## config.mk

```make
export PLATFORM = sky130hd
export DESIGN_NAME = hufb_queue
export DESIGN_NICKNAME = d
export VERILOG_FILES = /design/src/sv/hufb_pkg.sv /design/src/sv/hufb_queue.sv
export SDC_FILE = /design/constraint.sdc
export NUM_CORES = 1
export LEC_CHECK = 0
export ABC_CLOCK_PERIOD_IN_PS = 5850
export BUFFER_PORTS_ARGS = -buffer_cell sky130_fd_sc_hd__buf_2
export CELL_PAD_IN_SITES_DETAIL_PLACEMENT = 1
export CELL_PAD_IN_SITES_GLOBAL_PLACEMENT = 2
export CORE_MARGIN = 1.5
export CORE_UTILIZATION = 41
export DETAILED_ROUTE_END_ITERATION = 6
export HOLD_SLACK_MARGIN = 0.03
export PLACE_DENSITY = 0.82
export SLEW_MARGIN = 30
export SYNTH_ARGS = -nofsm -noshare
export SYNTH_HDL_FRONTEND = slang
export SYNTH_SLANG_ARGS = --single-unit
```

## constraint.sdc

```tcl
create_clock -name clk -period 5.85 [get_ports clk]
set_clock_uncertainty 0.05 [all_clocks]
set_input_delay 0.585 -clock clk [delete_from_list [all_inputs] [get_ports clk]]
set_output_delay 0.585 -clock clk [all_outputs]
set_load 0.1 [all_outputs]
```

## src/sv/hufb_pkg.sv

```systemverilog
// ----------------------------------------------------------------------------
// hufb_pkg
// Types, request codes and bit helpers for the hierarchical used/free bitmap.
// ----------------------------------------------------------------------------
package hufb_pkg;

	localparam int NBITS_DEF = 32768;
	localparam int WORD_BITS = 32;
	localparam logic [31:0] MASK_ALL = 32'hffff_ffff;

	localparam logic [4:0] RQ_SET          = 5'd0;
	localparam logic [4:0] RQ_CLEAR        = 5'd1;
	localparam logic [4:0] RQ_READ         = 5'd2;
	localparam logic [4:0] RQ_LOW_FREE     = 5'd3;
	localparam logic [4:0] RQ_HIGH_FREE    = 5'd4;
	localparam logic [4:0] RQ_LOW_USED     = 5'd5;
	localparam logic [4:0] RQ_HIGH_USED    = 5'd6;
	localparam logic [4:0] RQ_NEXT_USED_UP = 5'd7;
	localparam logic [4:0] RQ_NEXT_USED_DN = 5'd8;
	localparam logic [4:0] RQ_NEXT_FREE_UP = 5'd9;
	localparam logic [4:0] RQ_NEXT_FREE_DN = 5'd10;
	localparam logic [4:0] RQ_TAKE_LOW     = 5'd11;
	localparam logic [4:0] RQ_RELEASE_LOW  = 5'd12;
	localparam logic [4:0] RQ_ALL_FREE     = 5'd13;
	localparam logic [4:0] RQ_ALL_USED     = 5'd14;
	localparam logic [4:0] RQ_TAKE_HIGH    = 5'd15;
	localparam logic [4:0] RQ_RELEASE_HIGH = 5'd16;

	localparam logic [1:0] ST_DONE  = 2'd0;
	localparam logic [1:0] ST_SAME  = 2'd1;
	localparam logic [1:0] ST_RANGE = 2'd2;
	localparam logic [1:0] ST_NONE  = 2'd3;

	typedef struct packed {
		logic [4:0]  req_type;
		logic [14:0] bit_index;
	} req_t;

	typedef struct packed {
		logic [1:0]  status;
		logic [14:0] found_index;
		logic        bit_value;
		logic [15:0] used_count;
	} rsp_t;

	typedef enum logic [2:0] {
		OP_NONE, OP_SET, OP_CLEAR, OP_READ, OP_SEARCH, OP_FILL
	} op_kind_t;

	typedef enum logic [1:0] {
		ACT_NONE, ACT_TAKE, ACT_RELEASE
	} act_t;

	typedef struct packed {
		op_kind_t    kind;
		logic        used;
		logic        up;
		act_t        act;
		logic        fill_used;
		logic [14:0] pivot;
		logic [1:0]  status;
		logic [14:0] found;
	} op_t;

	typedef struct packed {
		logic [15:0] size;
		logic        busy;
	} bk_stat_t;

	typedef enum logic [2:0] {
		B_IDLE, B_EVAL, B_MID, B_EVAL2, B_WRITE, B_FILL, B_OUT
	} bk_state_t;

	function automatic logic [4:0] lsb32(input logic [31:0] x);
		logic [4:0] r;
		r = 5'd0;
		for (int i = 31; i >= 0; i--) begin
			if (x[i]) r = 5'(i);
		end
		return r;
	endfunction

	function automatic logic [4:0] msb32(input logic [31:0] x);
		logic [4:0] r;
		r = 5'd0;
		for (int i = 0; i < 32; i++) begin
			if (x[i]) r = 5'(i);
		end
		return r;
	endfunction

	function automatic logic [4:0] pick_bit(input logic [31:0] x, input logic up);
		return up ? lsb32(x) : msb32(x);
	endfunction

	function automatic logic [31:0] vmask(input logic [9:0] w, input logic [15:0] n);
		logic [10:0] nw;
		logic [31:0] r;
		nw = n[15:5];
		if ({1'b0, w} < nw) r = MASK_ALL;
		else if ({1'b0, w} == nw) r = (32'd1 << n[4:0]) - 32'd1;
		else r = 32'd0;
		return r;
	endfunction

endpackage

```

## src/sv/hufb_queue.sv

```systemverilog
// ----------------------------------------------------------------------------
// hufb_queue
// Two-entry queue of classified requests between front and back.
// ----------------------------------------------------------------------------
module hufb_queue (
	input  logic          clk,
	input  logic          arst_n,
	input  logic          push,
	input  hufb_pkg::op_t push_op,
	input  logic          pop,
	output hufb_pkg::op_t pop_op,
	output logic          full,
	output logic          empty
);
	import hufb_pkg::*;

	op_t        ent_q [2];
	logic       wp_q;
	logic       rp_q;
	logic [1:0] cnt_q;

	assign full   = cnt_q == 2'd2;
	assign empty  = cnt_q == 2'd0;
	assign pop_op = ent_q[rp_q];

	always_ff @(posedge clk or negedge arst_n) begin
		if (!arst_n) begin
			wp_q  <= 1'b0;
			rp_q  <= 1'b0;
			cnt_q <= 2'd0;
		end else begin
			if (push) wp_q <= !wp_q;
			if (pop) rp_q <= !rp_q;
			if (push && !pop) cnt_q <= cnt_q + 2'd1;
			else if (pop && !push) cnt_q <= cnt_q - 2'd1;
		end
	end

	always_ff @(posedge clk) begin
		if (push) ent_q[wp_q] <= push_op;
	end

endmodule

```

==> results.toml <==
[global_route]
grt_pass1_vias = 1704
antenna_found_initial = 0
grt_pass1_wl_um = 8470
grt_overflow = 0
track_usage = 0.134
grt_max_degree = 41

[clock_tree]
clock_path_buffers = 2
h-tree-depth = 3
path_clk_slew_ns = 0.08
clockRootBuffer = "clkbuf_8"
cts_tree = "done"
clock_latency_ns = 0.33
cts_sinks = 84
cts_buffers = 9
post_cts_resized = 0

[cells_and_area]
synthToLayoutAreaGrowth_pct = 22.6
fillers = 760
final_cell_mix = "buf_2 (85), edfxtp_1 (80), mux2_4 (39)"
n_antenna_cell = 0
final_common_cell = "buf_2"
drive_above_1_share = 0.600
fin_area_mm2 = 0.00402
nets = 281

[sta]
finalSetupViolCount = 0
drv_slew = 0
setup_ws_ns = 2.96
hold_viol = 0
holdWs_ns = 0.382
tns_ns = 0
period_needed_ns = 2.89
period_share = 0.494
rsz0062_at_grt = "false"
fmax_mhz = 346
worst_pin_slew_ns = 0.562
max_slew_margin = 0.625

[synthesis]
synth_edf_count = 80
synth_compound_area_frac = 0
synth-seq-cells = 84
synth_adder_area_share = 0.00382
ys_seq_area_frac = 0.764
syn_area_mm2 = 0.00328
yosysWarnings = 0
ys_types = 13
yosys.area_share.simple = 0.00802
async_flop_share = 0.0476
syn_avg_cell_area_um2 = 23.2
synth_top_family_by_area = "multiplexers"
synth_mux_area_frac = 0.182
synthXorXnorAreaFrac = 0.0134
synth_nets = 186
ys.flop_type = "edfxtp_1"
synth_cells = 141

[place]
hpwlAfterDp_um = 3560
preCtsSetupSlack_ns = 3.27
port_buffers = 85
placed_cell_area_mm2 = 0.00380
gp_congestion = 0.649

[hold_path]
min_path_cells = 1
min_path_type = "in -> reg"

[flow_run]
drv_cap = 0

[critical_path]
path_cells = "buf_4 > mux2_4 > buf_2"
r2r_cells = 3
worstSetupPathType = "reg -> out"
cp_max_fo = 24
worstPathRequired_ns = 5.22
cpMaxStageDelayCell = "dfrtp_2"
cp-end-kind = "primary output"
slowest_delay_ns = 0.73
start_kind = "register"
arrival_ns = 2.25

[drt]
drc = 0
routedWlPerCell_um = 15.5
ant_nets = 0
viasPerCell = 4.51
first_iter_violations = 49
vias = 1544
drtPass1Iterations = 4
wl_um = 5300

[floorplan]
die_h_um = 92.4
design.core.area_mm2 = 0.00773
io_pins = 86
die_w_um = 92.4
dieArea_mm2 = 0.00854
placementRows = 32
start_util = 0.424

[outcome]
outcome = "finished, final reports clean"
[flip-flops by register name, summed over array words and instances (netlist names)]
name	cells
cnt_q	2
ent_q	80
rp_q	1
wp_q	1
[timing repair]
item	in CTS	in global routing
hold buffers	1	0
endpoints found under the hold margin	4	0
buffers inserted	0	0
[critical path: cells and delay by family (launching register included)]
| family | cells | cell delay, ns |
|---|---|---|
| buffers and inverters | 2 | 0.93 |
| flip-flops | 1 | 0.73 |
| multiplexers | 1 | 0.24 |
[cell families after synthesis]
family        count (synthesis)
xor+xnor                      5
fa+ha+maj                     1
buf+inv                       6
flops                        84
mux                          40
simple gates                  5
[worst paths after layout]
path                              from           end  slack (ns)
max                               rp_q     pop_op[0]        2.96
min                        push_op[22]  ent_q[0][22]        0.38
max reg2reg                       wp_q   ent_q[0][9]        4.34
min reg2reg                   cnt_q[1]      cnt_q[1]        0.45
max in group asynchronous       arst_n          rp_q        5.07
min in group asynchronous       arst_n      cnt_q[0]        0.53
[area by class of cell]
cell class	count	area, µm²	area share
repair buffers	89	485	0.121
inverters	1	3.75	0.000935
clock inverters	4	75.1	0.0187
multi-input cells	51	689	0.172
well taps	102	128	0.0318
clock buffers	11	131	0.0327
flip-flops and latches	84	2500	0.623
[routing by layer]
metal  vias to the layer above  track usage  wire, µm
met4                         0       0.0577        65
met2                        56        0.224      2660
li1                        731            -         -
met5                         -            0         0
met1                       750        0.163      2280
met3                         7       0.0369       299
[cells in the mapped netlist (2+ instances only)]
library cell / n / area share
dfrtp_1: 4 / 0.031
edfxtp_1: 80 / 0.73
xor2_1: 4 / 0.011
nor2b_1: 2 / 0.0038
mux2_4: 39 / 0.18
buf_12: 4 / 0.024
nor2_1: 2 / 0.0023
[stage by stage]
step                cells   util
finish                342  0.520
detailed placement    326  0.492
global route          342  0.520
global placement      324  0.486
floorplan             141      -
CTS                   342  0.520
Power is not shown: default switching activity piles up to over one toggle a cycle in this logic, so the estimate is an artifact.
