==> src/sv/hufb_pkg.sv <==
// ----------------------------------------------------------------------------
// hufb_pkg
// Types, request codes and bit helpers for the hierarchical used/free bitmap.
// ----------------------------------------------------------------------------
package hufb_pkg;

	localparam int NBITS_DEF = 32768;
	localparam int WORD_BITS = 32;
	localparam logic [31:0] MASK_ALL = 32'hffff_ffff;

	localparam logic [4:0] RQ_SET          = 5'd0;
	localparam logic [4:0] RQ_CLEAR        = 5'd1;
	localparam logic [4:0] RQ_READ         = 5'd2;
	localparam logic [4:0] RQ_LOW_FREE     = 5'd3;
	localparam logic [4:0] RQ_HIGH_FREE    = 5'd4;
	localparam logic [4:0] RQ_LOW_USED     = 5'd5;
	localparam logic [4:0] RQ_HIGH_USED    = 5'd6;
	localparam logic [4:0] RQ_NEXT_USED_UP = 5'd7;
	localparam logic [4:0] RQ_NEXT_USED_DN = 5'd8;
	localparam logic [4:0] RQ_NEXT_FREE_UP = 5'd9;
	localparam logic [4:0] RQ_NEXT_FREE_DN = 5'd10;
	localparam logic [4:0] RQ_TAKE_LOW     = 5'd11;
	localparam logic [4:0] RQ_RELEASE_LOW  = 5'd12;
	localparam logic [4:0] RQ_ALL_FREE     = 5'd13;
	localparam logic [4:0] RQ_ALL_USED     = 5'd14;
	localparam logic [4:0] RQ_TAKE_HIGH    = 5'd15;
	localparam logic [4:0] RQ_RELEASE_HIGH = 5'd16;

	localparam logic [1:0] ST_DONE  = 2'd0;
	localparam logic [1:0] ST_SAME  = 2'd1;
	localparam logic [1:0] ST_RANGE = 2'd2;
	localparam logic [1:0] ST_NONE  = 2'd3;

	typedef struct packed {
		logic [4:0]  req_type;
		logic [14:0] bit_index;
	} req_t;

	typedef struct packed {
		logic [1:0]  status;
		logic [14:0] found_index;
		logic        bit_value;
		logic [15:0] used_count;
	} rsp_t;

	typedef enum logic [2:0] {
		OP_NONE, OP_SET, OP_CLEAR, OP_READ, OP_SEARCH, OP_FILL
	} op_kind_t;

	typedef enum logic [1:0] {
		ACT_NONE, ACT_TAKE, ACT_RELEASE
	} act_t;

	typedef struct packed {
		op_kind_t    kind;
		logic        used;
		logic        up;
		act_t        act;
		logic        fill_used;
		logic [14:0] pivot;
		logic [1:0]  status;
		logic [14:0] found;
	} op_t;

	typedef struct packed {
		logic [15:0] size;
		logic        busy;
	} bk_stat_t;

	typedef enum logic [2:0] {
		B_IDLE, B_EVAL, B_MID, B_EVAL2, B_WRITE, B_FILL, B_OUT
	} bk_state_t;

	function automatic logic [4:0] lsb32(input logic [31:0] x);
		logic [4:0] r;
		r = 5'd0;
		for (int i = 31; i >= 0; i--) begin
			if (x[i]) r = 5'(i);
		end
		return r;
	endfunction

	function automatic logic [4:0] msb32(input logic [31:0] x);
		logic [4:0] r;
		r = 5'd0;
		for (int i = 0; i < 32; i++) begin
			if (x[i]) r = 5'(i);
		end
		return r;
	endfunction

	function automatic logic [4:0] pick_bit(input logic [31:0] x, input logic up);
		return up ? lsb32(x) : msb32(x);
	endfunction

	function automatic logic [31:0] vmask(input logic [9:0] w, input logic [15:0] n);
		logic [10:0] nw;
		logic [31:0] r;
		nw = n[15:5];
		if ({1'b0, w} < nw) r = MASK_ALL;
		else if ({1'b0, w} == nw) r = (32'd1 << n[4:0]) - 32'd1;
		else r = 32'd0;
		return r;
	endfunction

endpackage

==> src/sv/hufb_front.sv <==
// ----------------------------------------------------------------------------
// hufb_front
// Accepts requests, checks range against the map size and classifies them.
// ----------------------------------------------------------------------------
module hufb_front (
	input  logic              req_valid,
	output logic              req_stall,
	input  hufb_pkg::req_t    req,
	input  hufb_pkg::bk_stat_t stat,
	input  logic              q_full,
	output logic              push,
	output hufb_pkg::op_t     push_op
);
	import hufb_pkg::*;

	logic        in_rng;
	logic        nz;
	logic [15:0] last16;

	assign in_rng = {1'b0, req.bit_index} < stat.size;
	assign nz     = stat.size != 16'd0;
	assign last16 = stat.size - 16'd1;

	assign req_stall = q_full || stat.busy;
	assign push      = req_valid && !req_stall;

	always_comb begin
		push_op           = '0;
		push_op.kind      = OP_NONE;
		push_op.act       = ACT_NONE;
		push_op.status    = ST_DONE;
		push_op.pivot     = req.bit_index;
		unique case (req.req_type) inside
			RQ_SET, RQ_CLEAR, RQ_READ: begin
				push_op.found = req.bit_index;
				if (!in_rng) push_op.status = ST_RANGE;
				else if (req.req_type == RQ_SET) push_op.kind = OP_SET;
				else if (req.req_type == RQ_CLEAR) push_op.kind = OP_CLEAR;
				else push_op.kind = OP_READ;
			end
			RQ_LOW_FREE, RQ_TAKE_LOW, RQ_LOW_USED, RQ_RELEASE_LOW: begin
				push_op.used  = (req.req_type == RQ_LOW_USED) || (req.req_type == RQ_RELEASE_LOW);
				push_op.up    = 1'b1;
				push_op.pivot = 15'd0;
				if (req.req_type == RQ_TAKE_LOW) push_op.act = ACT_TAKE;
				if (req.req_type == RQ_RELEASE_LOW) push_op.act = ACT_RELEASE;
				if (nz) push_op.kind = OP_SEARCH;
				else push_op.status = ST_NONE;
			end
			RQ_HIGH_FREE, RQ_TAKE_HIGH, RQ_HIGH_USED, RQ_RELEASE_HIGH: begin
				push_op.used  = (req.req_type == RQ_HIGH_USED) || (req.req_type == RQ_RELEASE_HIGH);
				push_op.up    = 1'b0;
				push_op.pivot = last16[14:0];
				if (req.req_type == RQ_TAKE_HIGH) push_op.act = ACT_TAKE;
				if (req.req_type == RQ_RELEASE_HIGH) push_op.act = ACT_RELEASE;
				if (nz) push_op.kind = OP_SEARCH;
				else push_op.status = ST_NONE;
			end
			RQ_NEXT_USED_UP, RQ_NEXT_USED_DN, RQ_NEXT_FREE_UP, RQ_NEXT_FREE_DN: begin
				push_op.used = (req.req_type == RQ_NEXT_USED_UP) || (req.req_type == RQ_NEXT_USED_DN);
				push_op.up   = (req.req_type == RQ_NEXT_USED_UP) || (req.req_type == RQ_NEXT_FREE_UP);
				if (in_rng) push_op.kind = OP_SEARCH;
				else begin
					push_op.status = ST_RANGE;
					push_op.found  = req.bit_index;
				end
			end
			RQ_ALL_FREE, RQ_ALL_USED: begin
				push_op.kind      = OP_FILL;
				push_op.fill_used = req.req_type == RQ_ALL_USED;
			end
			default: ;
		endcase
	end

endmodule

==> config.mk <==
export PLATFORM = sky130hd
export DESIGN_NAME = hufb_front
export DESIGN_NICKNAME = d
export VERILOG_FILES = /design/src/sv/hufb_pkg.sv /design/src/sv/hufb_front.sv
export SDC_FILE = /design/constraint.sdc
export NUM_CORES = 1
export LEC_CHECK = 0
export BUFFER_PORTS_ARGS = -buffer_cell sky130_fd_sc_hd__buf_2
export CORE_ASPECT_RATIO = 1.5
export CORE_MARGIN = 8
export CORE_UTILIZATION = 44
export DETAILED_ROUTE_END_ITERATION = 8
export PLACE_DENSITY = 0.85
export SYNTH_ARGS = -nofsm -noshare
export SYNTH_HDL_FRONTEND = slang
export SYNTH_SLANG_ARGS = --single-unit
export TNS_END_PERCENT = 1
==> constraint.sdc <==
create_clock -name vclk -period 2.4
set_clock_uncertainty 0.2 [all_clocks]
set_input_delay 0.12 -clock vclk [all_inputs]
set_output_delay 0.12 -clock vclk [all_outputs]
set_load 0.01 [all_outputs]
==> results of run 1 <==
## metal layers
layer	share of wire	up-vias
met2	0.54	61
met4	0.016	0
li1	-	774
met5	0	-
met1	0.37	711
met3	0.077	6
## worst max-delay path, cell delays in order
cell       delay [ns]
buf_2            0.13
nor3_1           0.43
nand2_1          0.21
or4_2            0.60
xnor2_1          0.15
o2bb2ai_1        0.12
buf_2            0.15
## stage by stage
step                      utilization  instances  hold slack (ns)
after CTS                       0.613        281            0.330
after detailed placement        0.613        281            0.330
final                           0.621        281            0.328
after global placement          0.613        281            0.323
after floorplan                     -        171            0.116
after global routing            0.621        281            0.345
## report_power, final
part	internal, mW	switching (mW)	total [mW]
combinational	0.122	0.158	0.280
clock	0	0	0
sequential	0	0	0
total	0.122	0.158	0.280
## placed cells by master, fill, tap and decap left out, types with 2 or more instances in the layout
| cell | n |
|---|---|
| nor3_1 | 4 |
| a21o_1 | 2 |
| ha_1 | 15 |
| nand4_1 | 3 |
| xnor2_1 | 12 |
| o2bb2ai_1 | 15 |
| buf_2 | 81 |
| a21oi_1 | 10 |
| a31oi_1 | 2 |
| mux2_2 | 2 |
| nand2b_1 | 2 |
| or2_2 | 4 |
| nand2_1 | 10 |
| o21ai_0 | 6 |
| nand3_1 | 7 |
| nor2b_1 | 3 |
| nor2_1 | 12 |
| inv_1 | 16 |
| a21boi_0 | 15 |
| nor3b_1 | 3 |
## layout make-up
type	count	area [um^2]
multi-input cells	146	1110
well taps	37	46.3
repair buffers	82	413
fillers	251	993
inverters	16	60.1
## cells by family after synthesis
group / count (synthesis) / synth area share
buffers and inverters: 25 / 0.0843
xor gates and xnor gates: 13 / 0.0959
and+or+nand+nor: 59 / 0.293
AOI/OAI and AO/OA: 57 / 0.350
muxes: 2 / 0.0190
adders and majority gates: 15 / 0.158
## worst paths after layout
kind | to | slack (ns) | start | depth (start not counted)
hold / removal | req_stall | 0.33 | q_full | 3
setup / recovery | push_op[26] | 0.17 | stat[4] | 7
==> reports/results.tsv, run 1 <==
stage	metric	value	unit
outcome	outcome	finished, final reports clean	
sta	fin worst setup slack	0.174	ns
sta	Slew headroom	0.542	
yosys	most frequent cells after synthesis	16 x inv_1, 15 x a21boi_0, 15 x ha_1, 15 x o2bb2ai_1	
power_and_ir_drop	leak pwr	0.823	nW
setup_path	WP data arrival	1.91	ns
global_route	GRT Total Usage	0.174	
power_and_ir_drop	power density of the placed cells	172	nW/um^2
sta	setup_tns	0	ns
final_layout	P&R area growth vs syn	36.9	%
yosys	Mapped Nets	225	
yosys	Syn Inst Count	171	
die	starting density of the core	0.453	
place	gpl congestion	0.855	
sta	Setup Viol. Count Final	0	
final_layout	storage element area	0	um^2
global_route	met1 GRT Util	0.173	
final_layout	number of diodes	0	
setup_path	Worst Path Max Fanout	4	
yosys	Synth area leader	ha_1	
setup_path	crit path kind	in2out	
detailed_routing	via count	1552	
final_layout	# clk buffers	0	
die	Chip Height	79.6	um
place	pre-CTS WS	0.101	ns
sta	Worst-Margin Slew	0.687	ns
final_layout	share of cells above drive strength 1	0.406	
die	I/O Pins	81	
flow_run	max-cap check violation count	0	
detailed_routing	DRT iter0 DRCs	25	
yosys	share of the synthesized area in the top cell type	0.158	
detailed_routing	DR pass1 iterations	4	
place	post-DP HPWL	3.62	mm
global_route	largest net degree at the start of global routing	19	
die	overall die width	58.4	um
yosys	Mean Syn Cell Area	6.94	um^2
global_route	grt total ovfl	0	
setup_path	Setup crit end kind	primary output	
detailed_routing	drt wl/cell	15.0	um
global_route	vias in the first global route	1579	
setup_path	Startpoint Class	primary input	
global_route	global-route wire length before repair	6.88	mm
detailed_routing	via density per instance	5.52	
detailed_routing	Post-DRT Antenna Nets	0	
clock_tree	# hold bufs at CTS	0	
yosys	Synth Warn #	0	
yosys	mapped cell area	1190	um^2
global_route	initial antenna violation count	0	
yosys	top-count cell post-synth	inv_1	
die	Row Count	23	
final_layout	num sequential	0	
clock_tree	post-CTS setup buffer count	0	
hold_path	path category of the worst min-delay check	in2out	
sta	Max Slew Vio Count	0	
final_layout	nets	300	
clock_tree	Post-CTS Resized	0	
global_route	met3 GRT Util	0.0452	
sta	final hold violations	0	
sta	fmax	449	MHz
yosys	synth top area cells	ha_1 16%, o2bb2ai_1 11%, a21boi_0 9.5%, xnor2_1 8.9%, inv_1 5.1%	
yosys	Seq/Total Area, Yosys	0	
die	Core Region	2620	um^2
global_route	global route hottest layer	met2	
detailed_routing	drc violations	0	
power_and_ir_drop	VDD IR max	0.0894	mV
final_layout	Design Area, Final	1630	um^2
yosys	synth unique cells	39	
place	IO Port Bufs	81	
sta	min cycle time layout	2.23	ns
setup_path	CP Data Required Time	2.08	ns
detailed_routing	Post-Route WL	4.21	mm
power_and_ir_drop	Tot Pwr	280	uW
global_route	GR Util met2	0.354	
sta	RSZ-0062 raised after global routing	false	
place	Post-DP Area	1610	um^2
sta	Final period util	0.928	
die	die area	4650	um^2
(Power assumes the default switching activity.)
==> run 2, diff against run 1 <==
--- a/config.mk
+++ b/config.mk
@@ -10,7 +10,7 @@
 export CORE_MARGIN = 8
 export CORE_UTILIZATION = 44
 export DETAILED_ROUTE_END_ITERATION = 8
-export PLACE_DENSITY = 0.85
+export PLACE_DENSITY_LB_ADDON = 0.05
 export SYNTH_ARGS = -nofsm -noshare
 export SYNTH_HDL_FRONTEND = slang
 export SYNTH_SLANG_ARGS = --single-unit
==> run 2 against run 1 <==
  * Cell area increased by 1.2%
  * Combinational power about the same
  * Global-route usage decreased by 0.064 points
  * Sequential share of layout area unchanged
  * Final cell count increased by 1.8%
  * Largest power group unchanged
  * Power increased by 0.34%
  * First-iteration DRC count decreased by 28%
  * Die area unchanged
  * Wire length increased by 2.8%
  * Largest cell class unchanged
  * Core utilization increased by 0.76 points
==> reports/results.tsv, run 2 (synthesized netlist as in run 1, its figures left out) <==
stage	metric	value	unit
outcome	outcome	finished, final reports clean	
sta	setup_tns	0	ns
clock_tree	post-CTS setup buffer count	0	
detailed_routing	DR pass1 iterations	4	
final_layout	share of cells above drive strength 1	0.406	
final_layout	storage element area	0	um^2
die	overall die width	58.4	um
sta	final hold violations	0	
sta	Max Slew Vio Count	0	
power_and_ir_drop	power density of the placed cells	171	nW/um^2
final_layout	most common library cell in the layout ignoring fill and taps	buf_2	
clock_tree	# hold bufs at CTS	0	
setup_path	Startpoint Class	primary input	
setup_path	CP Data Required Time	2.08	ns
die	starting density of the core	0.453	
sta	fmax	445	MHz
final_layout	commonest cells after routing, fill and taps aside	81 x buf_2, 16 x inv_1, 15 x a21boi_0, 15 x o2bb2ai_1, 15 x ha_1	
power_and_ir_drop	leak pwr	0.842	nW
power_and_ir_drop	Tot Pwr	281	uW
sta	Slew headroom	0.364	
setup_path	Setup crit end kind	primary output	
final_layout	nets	305	
setup_path	WP data arrival	1.93	ns
global_route	global-route wire length before repair	6.93	mm
setup_path	worst setup path startpoint	req[17]	
global_route	GRT Total Usage	0.174	
die	Core Region	2620	um^2
sta	Worst-Margin Slew	0.951	ns
power_and_ir_drop	VDD IR max	0.0825	mV
detailed_routing	drt wl/cell	15.1	um
setup_path	Worst Path Max Fanout	18	
global_route	largest net degree at the start of global routing	19	
die	I/O Pins	81	
die	Row Count	23	
final_layout	Util after Layout	0.628	
global_route	initial antenna violation count	0	
detailed_routing	via density per instance	5.44	
global_route	vias in the first global route	1630	
sta	RSZ-0062 raised after global routing	false	
final_layout	num sequential	0	
clock_tree	Post-CTS Resized	0	
hold_path	origin of the worst min-delay path	q_full	
die	Chip Height	79.6	um
final_layout	fillcell total	277	
sta	Min Hold Slack	0.323	ns
final_layout	P&R area growth vs syn	38.6	%
sta	Setup Viol. Count Final	0	
detailed_routing	drc violations	0	
detailed_routing	via count	1555	
sta	Final period util	0.936	
final_layout	number of diodes	0	
detailed_routing	Post-DRT Antenna Nets	0	
detailed_routing	Post-Route WL	4.33	mm
sta	min cycle time layout	2.25	ns
setup_path	crit path kind	in2out	
place	post-DP HPWL	3.57	mm
global_route	grt total ovfl	0	
detailed_routing	DRT iter0 DRCs	18	
final_layout	# clk buffers	0	
place	gpl congestion	0.915	
setup_path	crit path to	push_op[39]	
place	IO Port Bufs	81	
die	die area	4650	um^2
flow_run	max-cap check violation count	0	
hold_path	path category of the worst min-delay check	in2out	
-- run 2: changes by cell type in the layout (fill, tap and decap cells not counted) --
cell	delta
a31oi_4	-1
nor4b_2	-1
a31o_1	+1
a21oi_1	+1
buf_4	+4
nor4b_1	+1
a21oi_2	-1
a31oi_2	+1
-- run 2: final cells by class --
cell class | instances | area [um^2] | area share
well taps | 37 | 46.3 | 0.0281
inverters | 16 | 60.1 | 0.0365
repair buffers | 86 | 443 | 0.269
multi-input cells | 147 | 1100 | 0.666
-- run 2: worst min path at each step --
stage / to / depth (start not counted) / slack, ns
after floorplan: push_op[17] / 1 / 0.12
after global placement: req_stall / 3 / 0.32
after detailed placement: req_stall / 3 / 0.33
after CTS: req_stall / 3 / 0.33
after global routing: req_stall / 3 / 0.34
final: req_stall / 3 / 0.32
-- run 2: critical path, cell delays in order --
cell	delay [ns]
buf_2	0.17
nor2b_1	0.23
or2_2	0.14
a21oi_1	0.06
a31oi_2	0.75
o221ai_1	0.24
buf_2	0.19
-- run 2: per-layer routing --
metal	GRT usage	wire, um
met4	0.0271	59
met2	0.370	2390
met5	0	0
met3	0.0258	213
met1	0.163	1660
-- run 2: metrics by stage --
stage / std cells / setup WS, ns / area, um^2
global route: 286 / 0.00609 / 1650
detailed placement: 285 / 0.172 / 1640
CTS: 285 / 0.164 / 1640
finish: 286 / 0.154 / 1650
floorplan: 171 / 0.359 / 1190
global placement: 285 / 0.183 / 1640
-- run 2: power by group --
| part | switching [mW] | total [mW] | internal, mW |
|---|---|---|---|
| Sequential | 0 | 0 | 0 |
| Clock | 0 | 0 | 0 |
| Combinational | 0.156 | 0.281 | 0.125 |
| Total | 0.156 | 0.281 | 0.125 |
